File: src/hdl/epsm_pkg.sv
`default_nettype none
package epsm_pkg;

   typedef logic [7:0] sym_type;

   // request kinds
   localparam logic REQ_LOAD = 1'b0;
   localparam logic REQ_TEXT = 1'b1;

   // response status codes
   localparam logic [1:0] ST_OK      = 2'd0;
   localparam logic [1:0] ST_DROPPED = 2'd1;
   localparam logic [1:0] ST_EMPTY   = 2'd2;

   // per-request side information carried along the compare pipeline
   typedef struct packed {
      logic        is_text;
      logic        fill_ok;
      logic [1:0]  status;
      logic [31:0] start;
   } info_type;

endpackage
`default_nettype wire

File: src/hdl/epsm_reduce.sv
`default_nettype none
module epsm_reduce #(
   parameter int N_CELLS = 128,
   parameter int GROUP   = 32,
   parameter int N_GRP   = 4
) (
   input  wire logic                 clock,
   input  wire logic                 reset,
   input  wire logic                 enable,
   input  wire logic                 a_valid,
   input  wire epsm_pkg::info_type   a_info,
   input  wire logic [N_CELLS-1:0]   hits,
   output      logic                 b_valid,
   output      epsm_pkg::info_type   b_info,
   output      logic [N_GRP-1:0]     b_groups
);
   import epsm_pkg::*;

   logic [N_GRP-1:0] groups_ff, groups_in;
   logic             valid_ff;
   info_type         info_ff;

   genvar g, j;
   generate
      for (g = 0; g < N_GRP; g++) begin : gen_grp
         logic [GROUP-1:0] slice;
         for (j = 0; j < GROUP; j++) begin : gen_bit
            if (g * GROUP + j < N_CELLS) begin : gen_real
               assign slice[j] = hits[g * GROUP + j];
            end else begin : gen_pad
               assign slice[j] = 1'b1;
            end
         end
         assign groups_in[g] = &slice;
      end
   endgenerate

   always_ff @(posedge clock) begin
      if (reset) begin
         valid_ff <= 1'b0;
      end else if (enable) begin
         valid_ff <= a_valid;
      end
   end

   always_ff @(posedge clock) begin
      if (enable) begin
         groups_ff <= groups_in;
         info_ff   <= a_info;
      end
   end

   assign b_valid  = valid_ff;
   assign b_info   = info_ff;
   assign b_groups = groups_ff;

endmodule
`default_nettype wire

File: config.mk
export PLATFORM = sky130hd
export DESIGN_NAME = epsm_reduce
export DESIGN_NICKNAME = d
export VERILOG_FILES = /design/src/hdl/epsm_pkg.sv /design/src/hdl/epsm_reduce.sv
export SDC_FILE = /design/constraint.sdc
export NUM_CORES = 1
export LEC_CHECK = 0
export ABC_CLOCK_PERIOD_IN_PS = 1400
export BUFFER_PORTS_ARGS = -buffer_cell sky130_fd_sc_hd__buf_2
export CORE_AREA = 3 3 80 82
export CTS_BUF_LIST = sky130_fd_sc_hd__clkbuf_4
export CTS_CLUSTER_DIAMETER = 30
export DETAILED_ROUTE_END_ITERATION = 7
export DIE_AREA = 0 0 83 85
export GPL_TIMING_DRIVEN = 1
export PLACE_DENSITY = 0.7
export SYNTH_ARGS = -nofsm -noshare
export SYNTH_HDL_FRONTEND = slang
export SYNTH_SLANG_ARGS = --single-unit
File: constraint.sdc
create_clock -name clock -period 1.4 [get_ports clock]
set_clock_uncertainty 0.2 [all_clocks]
set_input_delay 0.28 -clock clock [delete_from_list [all_inputs] [get_ports clock]]
set_output_delay 0.28 -clock clock [all_outputs]
set_load 0.03 [all_outputs]
# Word-level counts from Yosys, hierarchy flattened
# Cells that the tools add are included.
# word_totals
regBits	41
input_bits	168
# op_classes
reduce_logical	4
# op_table
cell	count
$reduce_and 32->1	4

# Logic depth before layout (Yosys ltp)
# depth
depth_word	1
mapped_depth	3
mapped_depth_nobuf	3

# Least setup slack after synthesis
# No wires, ideal clock.
# synth_timing
path_type	in2reg
start	input port hits[26]
end	register groups_ff[0] (netlist: b_groups[0]) (data pin)
cell_stages	3
setup_slack_ns	0.115
path_buffers	0
arrival_ns	0.946
path_cell_list	nand4_1 -> or4_1 -> nor2_1
# synth_via
elab_chain_cells	1
# synth_rtl
element	line	text
start, declared	epsm_reduce.sv:12	input wire logic [N_CELLS-1:0] hits,
$reduce_and 32->1	epsm_reduce.sv:34	assign groups_in[g] = &slice;
via groups_in[0]	epsm_reduce.sv:19	logic [N_GRP-1:0] groups_ff, groups_in;
end signal, assigned	epsm_reduce.sv:48	groups_ff <= groups_in;
end, declared	epsm_reduce.sv:19	
# The timed path passes the listed nets, and every way through them passes these cells.
# A chain may end at the register's enable or synchronous reset.

# Final worst setup path
# layout_timing
start	register info_ff, in the netlist b_info[20]
end	output port b_info[20] (netlist name)
# layout_rtl
element	line	text
start, declared	epsm_reduce.sv:21	info_type info_ff;
start signal, assigned	epsm_reduce.sv:49	info_ff <= a_info;
end, declared	epsm_reduce.sv:14	output epsm_pkg::info_type b_info,
# No word-level cell between the ends.

==> results.yml <==
worst_setup_path:
  crit_arrival_ns: 0.94
  critical_path_class: "reg -> out"
  cp_slowest_cell: "edfxtp_1"
  worst_path_largest_cell_delay_ns: 0.44
  crit_family: "flip-flops"
  crit_path_cell_trace: "buf_6"
  crit_fanout: 1
  worstSetupEndpointType: "primary output"
  critPathLaunchType: "register"
  worstPathRequired_ns: 0.92
  crit_buf_inv: 1
timing:
  slew_headroom: 0.864
  slew_viol_final: 0
  rsz0062_at_grt: "yes"
  fin_crit_ns: 1.42
  setup_viol: 2
  hold_viol: 0
  min_period_over_period: 1.01
  timing.fmax_mhz: 705
  tightestPinTransition_ns: 0.204
  finalWorstSetupSlack_ns: -0.0187
clocking:
  path_clk_slew_ns: 0.11
  cts_root_buf: "clkbuf_4"
  cts_max_path_buffers: 2
  cts_tree: "yes"
  cts_num_sinks: 41
  clock_latency_ns: 0.34
  cts_buffers: 5
  htreeDepth: 2
  post_cts_buffers: 0
layout:
  syn2layout_area_growth_pct: 124
  multi_input_area_sq_um: 289
  num_antenna_cells: 0
  drive_gt1_frac: 0.636
  nNetsFinal: 510
  seqCellArea_sq_mm: 0.00122
  fillers: 467
routing:
  drc: 0
  vias_per_cell: 4.46
  vias: 1865
  drt_wl_total_microns: 6670
  drt_iter0_drc: 68
  routedWlPerCell_microns: 15.9
  drt_first_pass_iters: 4
  ant_nets: 0
synth:
  netlist_top_cells_area: "edfxtp_1 80%, nand4_1 13%, or4_1 4.0%"
  synth_nets: 255
  yosysSeqAreaShare: 0.809
  yosys-top-cells-count: "40 x edfxtp_1, 32 x nand4_1, 8 x or4_1"
  yosysTopAreaCell: "edfxtp_1"
  synth-warning-count: 0
  synth_top_area_share: 0.795
  yosysMostFrequentCell: "edfxtp_1"
  syn_area_per_cell_sq_um: 17.4
  synth-seq-cells: 41
  synth_edf_count: 40
  synth_area_sq_mm: 0.00151
  ys.flop_type: "edfxtp_1"
  async_flop_share: 0
  syn-instance-count: 87
  yosys.cell_types.count: 6
floorplanning:
  coreArea_sq_mm: 0.00582
  fp.dieH_microns: 85
  rows: 28
  dieArea_sq_mm: 0.00706
  boundaryPins: 209
  die_w_microns: 83
  start_util: 0.260
placed_design:
  pre_cts_ws_ns: -0.0607
  place_congestion: 0.893
  portBuffers: 208
  post-dp-hpwl_microns: 4880
flow_run:
  maxCapViolCount: 0
run_status:
  status: "finished with violations"
  violations: "setup timing"
pwr:
  intPower_mw: 2.23
  powerDensity_mw_per_mm2: 883
  switchingPower_mw: 0.760
  seqPwrFrac: 0.501
  p_leak_nw: 1.54
  power.share.clock: 0.245
  irDropWorstVdd_uv: 502
  switching_share: 0.254
  combinationalPowerShare: 0.254
  totalPowerFinal_mw: 2.99
grt:
  grt_max_degree: 26
  grt_pass1_wl_microns: 9380
  grtUsageTotal: 0.168
  antenna_found_initial: 0
  first_global_vias: 1912
  grt_overflow: 0
hold_path:
  hp-class: "in -> reg"
==> routing by layer <==
metal	global-route usage	vias to the layer above	wire length (microns)
met4	0.0416	0	59
met2	0.300	112	3630
li1	-	894	-
met3	0.0456	8	530
met5	0	-	0
met1	0.203	851	2440
==> power by group through the flow <==
stage | Combinational, mW | Clock (mW) | Sequential, mW
finish | 0.759 | 0.733 | 1.50
global route | 0.801 | 0.825 | 1.51
CTS | 0.680 | 0.755 | 1.48
detailed placement | 0.566 | 0 | 1.50
global placement | 0.556 | 0 | 1.49
floorplan | 0.0153 | 0 | 1.69
==> repair_timing <==
action	in CTS	in global routing
setup endpoints to repair	15	41
hold buffers	38	0
resized for setup	26	81
hold endpoints to repair	37	0
==> cell families (layout without fill, tap and decap cells) <==
logic type	after synthesis	count (layout)	synth area share
mux	1	1	0.00663
buf+inv	0	256	0
flops	41	41	0.809
simple gates	45	45	0.185
==> stage by stage <==
| step | setup TNS (ns) | utilization | hold slack, ns | instance area, sq um | instances |
|---|---|---|---|---|---|
| 2_1_floorplan | 0 | - | 0.152 | 1510 | 87 |
| 4_1_cts | -0.0934 | 0.552 | 0.0793 | 3210 | 418 |
| 3_3_place_gp | -0.0618 | 0.460 | 0.237 | 2670 | 372 |
| 6_report | -0.0202 | 0.582 | 0.0959 | 3380 | 418 |
| 3_5_place_dp | -0.158 | 0.460 | 0.258 | 2670 | 372 |
| 5_1_grt | -1.36 | 0.582 | 0.0664 | 3380 | 418 |
==> placed cells by master (no fill, tap or decap), drive strengths merged <==
| cell | instances |
|---|---|
| buf | 210 |
| bufinv | 1 |
| clkbuf | 5 |
| clkinv | 1 |
| clkinvlp | 1 |
| dfxtp | 1 |
| dlygate4sd3 | 38 |
| edfxtp | 40 |
| mux2i | 1 |
| nand4 | 32 |
| nor2 | 5 |
| or4 | 8 |
==> path summary, 6_finish.rpt <==
path	to	from	cells past startpoint	slack, ns
worst max-delay path	b_info[20]	b_info[20]$_DFFE_PP_	1	-0.02
worst min-delay path	b_info[25]$_DFFE_PP_	enable	1	0.1
worst max register to register	b_valid$_SDFFE_PP0P_	b_valid$_SDFFE_PP0P_	2	0.58
worst min register to register	b_valid$_SDFFE_PP0P_	b_valid$_SDFFE_PP0P_	2	0.34
==> flip-flops by register name, summed over array words and instances (netlist names) <==
signal / flops
b_groups: 4
b_info: 36
b_valid: 1
==> layout make-up <==
class / count / area share
timing repair buffer: 248 / 0.502
sequential: 41 / 0.361
multi-input combinational: 46 / 0.0855
tap: 75 / 0.0277
clock inverter: 3 / 0.0122
clock buffer: 5 / 0.0111
Note: power is estimated with default switching activity, not from simulation.
