<file path="src/hdl/epsm_pkg.sv">
`default_nettype none
package epsm_pkg;

   typedef logic [7:0] sym_type;

   // request kinds
   localparam logic REQ_LOAD = 1'b0;
   localparam logic REQ_TEXT = 1'b1;

   // response status codes
   localparam logic [1:0] ST_OK      = 2'd0;
   localparam logic [1:0] ST_DROPPED = 2'd1;
   localparam logic [1:0] ST_EMPTY   = 2'd2;

   // per-request side information carried along the compare pipeline
   typedef struct packed {
      logic        is_text;
      logic        fill_ok;
      logic [1:0]  status;
      logic [31:0] start;
   } info_type;

endpackage
`default_nettype wire

</file>
<file path="src/hdl/epsm_cell.sv">
`default_nettype none
module epsm_cell #(
   parameter int INDEX = 0,
   parameter int LW    = 8
) (
   input  wire logic             clock,
   input  wire logic             update,
   input  wire logic             shift_text,
   input  wire logic             shift_pat,
   input  wire logic [LW-1:0]    len_next,
   input  wire epsm_pkg::sym_type text_prev,
   input  wire epsm_pkg::sym_type pat_prev,
   output      epsm_pkg::sym_type text_out,
   output      epsm_pkg::sym_type pat_out,
   output      logic             hit
);
   import epsm_pkg::*;

   sym_type text_ff, text_in;
   sym_type pat_ff, pat_in;
   logic    hit_ff, hit_in;

   always_comb begin
      text_in = shift_text ? text_prev : text_ff;
      pat_in  = shift_pat ? pat_prev : pat_ff;
      // cells past the pattern end always agree
      hit_in  = (len_next <= LW'(INDEX)) || (text_in == pat_in);
   end

   always_ff @(posedge clock) begin
      if (update) begin
         text_ff <= text_in;
         pat_ff  <= pat_in;
         hit_ff  <= hit_in;
      end
   end

   assign text_out = text_ff;
   assign pat_out  = pat_ff;
   assign hit      = hit_ff;

endmodule
`default_nettype wire

</file>
<file path="config.mk">
export PLATFORM = sky130hd
export DESIGN_NAME = epsm_cell
export DESIGN_NICKNAME = d
export VERILOG_FILES = /design/src/hdl/epsm_pkg.sv /design/src/hdl/epsm_cell.sv
export SDC_FILE = /design/constraint.sdc
export NUM_CORES = 1
export LEC_CHECK = 0
export ABC_AREA = 1
export BUFFER_PORTS_ARGS = -buffer_cell sky130_fd_sc_hd__buf_2
export CAP_MARGIN = 20
export CORE_UTILIZATION = 47
export DETAILED_ROUTE_END_ITERATION = 12
export PLACE_DENSITY_LB_ADDON = 0.1
export SLEW_MARGIN = 20
export SYNTH_ARGS = -nofsm -noshare
export SYNTH_HDL_FRONTEND = slang
export SYNTH_SLANG_ARGS = --single-unit
</file>
<file path="constraint.sdc">
create_clock -name clock -period 1.29 [get_ports clock]
set_input_delay 0.129 -clock clock [delete_from_list [all_inputs] [get_ports clock]]
set_output_delay 0.129 -clock clock [all_outputs]
set_load 0.03 [all_outputs]
</file>
; Yosys cells after proc, flatten, opt, wreduce, memory -nomap -nowiden
; Cells that the tools add are included.
[totals]
word_cells = 8
ramBits = 0
in_bits = 28
register_bits = 17
n_memories = 0
out_inout_bits = 17
latch_bits = 0
romBits = 0
[classes]
bitwise_logic = 0
mul = 0
muxes = 2
div = 0
reduce_logical = 1
addsub = 0
magnitude_cmp = 1
eq_ne = 1
n_shift = 0
[ops]
columns = cell, n
row1 = $mux 8, 2
row2 = $eq 8x8->1, 1
row3 = $le 8x1->1 const B, 1
row4 = $logic_or 1x1->1, 1

; Depth between registers and ports, before layout
[depth]
ltp_word = 3
depth_mapped = 12
mapped_depth_nobuf = 10

; Worst setup path after synthesis
; Ideal clock, no wire load.
[synth_path]
path_type = flip-flop to flip-flop
from = register text_ff[7], in the netlist text_out[7]
to = register hit_ff, in the netlist hit, data pin
path_stages_with_launch = 10
arrival_ns = 1.058
setup_slack_ns = -0.020
setup_time_ns = 0.252
synth_period_minus_slack_ns = 1.310
required_time_ns = 1.038
n_path_buf = 0
path_cell_list = edfxtp_1 > inv_1 > o21ai_0 > nand2_1 > nand2_1 > inv_1 > nand2_1 > nor2_1 > nand2_1 > nand2_1
[synth_via]
elab_chain_cells = 3
[synth_rtl]
columns = element, line_no
row1 = from (decl), epsm_cell.sv:19  ; sym_type text_ff, text_in;
row2 = from (signal assigned), epsm_cell.sv:32  ; text_ff <= text_in;
row3 = $mux 8, epsm_cell.sv:24  ; text_in = shift_text ? text_prev : text_ff;
row4 = via text_in[7], epsm_cell.sv:19
row5 = $eq 8x8->1, epsm_cell.sv:27  ; hit_in = (len_next <= LW'(INDEX)) || (text_in == pat_in);
row6 = $logic_or 1x1->1, epsm_cell.sv:27
row7 = via hit_in, epsm_cell.sv:21  ; logic hit_ff, hit_in;
row8 = to (signal assigned), epsm_cell.sv:34  ; hit_ff <= hit_in;
row9 = to (decl), epsm_cell.sv:21
; The timed path passes the listed nets, and every way through them passes these cells.
; A chain may end at the register's enable or synchronous reset.

; Worst setup path in the final report
[layout_path]
from = register text_ff[1], in the netlist text_out[1]
to = register hit_ff, in the netlist hit, data pin
[layout_via]
elab_chain_cells = 3
[layout_rtl]
columns = element, line_no
row1 = $mux 8, epsm_cell.sv:24
row2 = $eq 8x8->1, epsm_cell.sv:27
row3 = $logic_or 1x1->1, epsm_cell.sv:27
row4 = via hit_in, epsm_cell.sv:21
; The timed path passes the listed nets, and every way through them passes these cells.

==> summary.md <==
| Metric | Value |
|---|---|
| Syn nets | `roughly 190` |
| Met2 wire len | `~1.1 mm` |
| Bufs on Longest Clock Path | `2` |
| CP Cell Sequence | `inv_1 > nand2_1 > nand2_1 > nand2_1 > nand2_1 > inv_1 > nand2_1 > nor2_1 > nand2_1 > nand2_1` |
| Metal-1 WL | `between 1 and 1.5 mm` |
| Switching share of power | `about a third` |
| GRT Residual Overflow | `0` |
| Most common cell after layout, fill and taps aside | `nand2_1` |
| Die ar. | `~0.0025 mm²` |
| Post-CTS sizing | `0` |
| Antenna Cells | `0` |
| Share of layout cells above drive strength 1 | `between 20 and 30%` |
| Unrepaired setup endpoints after global routing | `yes` |
| IO buf count | `44` |
| Layout net count | `about 230` |
| Switching power | `roughly 0.42 mW` |
| Drt drc | `0` |
| Vias | `approximately 1100` |
| Crit-path most repeated cell | `nand2_1` |
| Slew margin rel. | `74.01%` |
| Pint | `between 0.8 and 0.9 mW` |
| DRT Pass-1 Iters | `4` |
| Combinational power share | `a little over a quarter` |
| CP endpoint kind | `flip-flop` |
| CP bufs+invs | `2` |
| Pleak | `about 0.80 nW` |
| Maximum fanout along the worst path | `3` |
| CTS Sinks | `17` |
| Share of the cycle needed by the critical path after routing | `92.64%` |
| Root Buffer | `clkbuf_4` |
| Skew-Pair Late Insertion Delay | `around 0.28 ns` |
| Multi-input gate area | `444.2 µm²` |
| Most frequent cells in the layout | `94 x nand2_1, 44 x buf_2, 24 x inv_1` |
| CP top delay family | `flip-flops` |
| # setup viols final | `0` |
| Slowest-stage cell, CP | `edfxtp_1` |
| Vias per cell | `4.552` |
| Slew at the pin closest to its max-slew limit | `0.3899 ns` |
| # hold bufs at CTS | `0` |
| CTS tree | `built` |
| DRT Wirelength | `~2.3 mm` |
| Post-Syn Instances | `between 150 and 200` |
| Total of max-cap violations | `0` |
| Clock transition at path regs | `~0.1 ns` |
| Die width | `a little over 50 µm` |
| Area grow syn2layout | `23.46%` |
| Starting density of the core | `around 50%` |
| GRT Resource Usage Total | `about 20%` |
| Pwr Total | `1.313 mW` |
| Setup CP Type | `flip-flop to flip-flop` |
| Number of fill cells | `225` |
| Final min period | `around 1.2 ns` |
| Total CTS buffers | `3` |
| WHS | `between 0.15 and 0.2 ns` |
| CP arrival | `between 1 and 1.5 ns` |
| Die height | `approximately 50 µm` |
| Core area | `0.002212 mm²` |
| Final Hold Vio Count | `0` |
| Required @ worst endpoint | `around 1.3 ns` |
| Sequential area share after synthesis | `between 40 and 50%` |
| First-pass GRT wire length | `between 3 and 4 mm` |
| Post-Syn Area | `0.001099 mm²` |
| Flops & latches, synth | `17` |
| Met3 WL | `around 93 µm` |
| Maximum vdd drop | `0.0006670 V` |
| FMAX | `836.8 MHz` |
| DR WL/cell | `approximately 10 µm` |
| Netlist cell types | `14` |
| Synth warn | `0` |
| Status | `complete, no violations` |
| Routability congestion estimate | `between 0.7 and 0.8` |
| Hold Path Class | `input port to flip-flop` |
| Antenna violations before repair | `0` |
| Syn Area/Cell | `6.953 µm²` |
| Pins Over Slew Limit | `0` |
| Setup crit start kind | `flip-flop` |
| H-tree Lvls | `1` |
| CP max stage delay | `about 0.45 ns` |
| Final ANT Viol Nets | `0` |
| Setup TNS Final | `0 ns` |
| Initial drt markers | `26` |
| Largest net degree at the start of global routing | `18` |
| PD cells | `~970 mW/mm²` |
| Top sig layer | `met4` |
| Number of cell rows | `17` |
| Sequential share of power | `about half` |
| Internal reg-to-reg setup slack | `about 0.095 ns` |
| Clock share of power | `between 20% and 30%` |
| Reg area | `between 500 and 600 µm²` |
| I/O pin cnt | `45` |
| Post-DP HPWL | `around 1.8 mm` |
| Post-CTS setup buffer count | `0` |
| Number of global-route vias before repair | `950` |
| Clock Skews | `0.002574 ns` |
==> sequential cells by signal, summed over array words and instances, names as in the netlist <==
register	flops
hit	1
text_out	8
pat_out	8
==> worst register-to-register path, stage by stage, from the launching register on <==
cell and delay (ns):
edfxtp_1 0.45, inv_1 0.08, nand2_1 0.05, nand2_1 0.07, nand2_1 0.04, nand2_1 0.05
inv_1 0.05, nand2_1 0.06, nor2_1 0.04, nand2_1 0.05, nand2_1 0.04
==> power by group through the flow <==
stage                     clock [mW]  sequential, mW  combinational [mW]
after global routing           0.304           0.687               0.392
after detailed placement           0           0.695               0.347
after floorplan                    0           0.768               0.158
after global placement             0           0.693               0.344
final                          0.285           0.682               0.346
after CTS                      0.290           0.682               0.348
==> cell type report <==
class,instances,share of cell area [%]
clock buffers,4,1.937
inverters,26,7.196
multi-input cells,110,32.75
flip-flops and latches,17,37.64
well taps,28,2.583
repair buffers,47,17.90
==> Yosys cell counts (all sizes together) <==
cell    count  area, µm²
buf         5      46.29
nor2        2      7.510
nand2      98      377.9
edfxtp     17      510.5
nand4       2      12.51
inv        26      97.60
o21ai       6      33.78
nor4        2      12.51
==> worst paths after layout <==
kind,start,to,cells past startpoint
max reg2reg,text_out[1],hit,10
max,text_out[1],hit,10
min,pat_prev[0],pat_out[0],3
min reg2reg,pat_out[0],pat_out[0],2
==> per-layer routing <==
layer,track usage (%),vias to the layer above
li1,-,569
met5,0,-
met2,36.67,27
met3,2.424,2
met4,6.944,0
met1,23.99,458
==> per-stage QoR <==
| stage | setup slack [ns] | instances | utilization (%) | instance area, µm² |
|---|---|---|---|---|
| floorplan | 0.02165 | 158 | - | 1099 |
| global placement | 0.06048 | 228 | 60.12 | 1330 |
| detailed placement | 0.03811 | 228 | 60.12 | 1330 |
| CTS | 0.07974 | 232 | 61.31 | 1356 |
| global route | -0.008318 | 232 | 61.31 | 1356 |
| finish | 0.09499 | 232 | 61.31 | 1356 |
==> cells by family (layout without fill, tap and decap cells) <==
logic type / count (synthesis) / in the layout / share of synthesized area (%)
AO/OA/AOI/OAI: 6 / 6 / 3.075
buffers and inverters: 31 / 77 / 13.10
AND/OR/NAND/NOR: 104 / 104 / 37.36
flip-flops: 17 / 17 / 46.47
No activity file was read; power rests on OpenSTA's default activity.
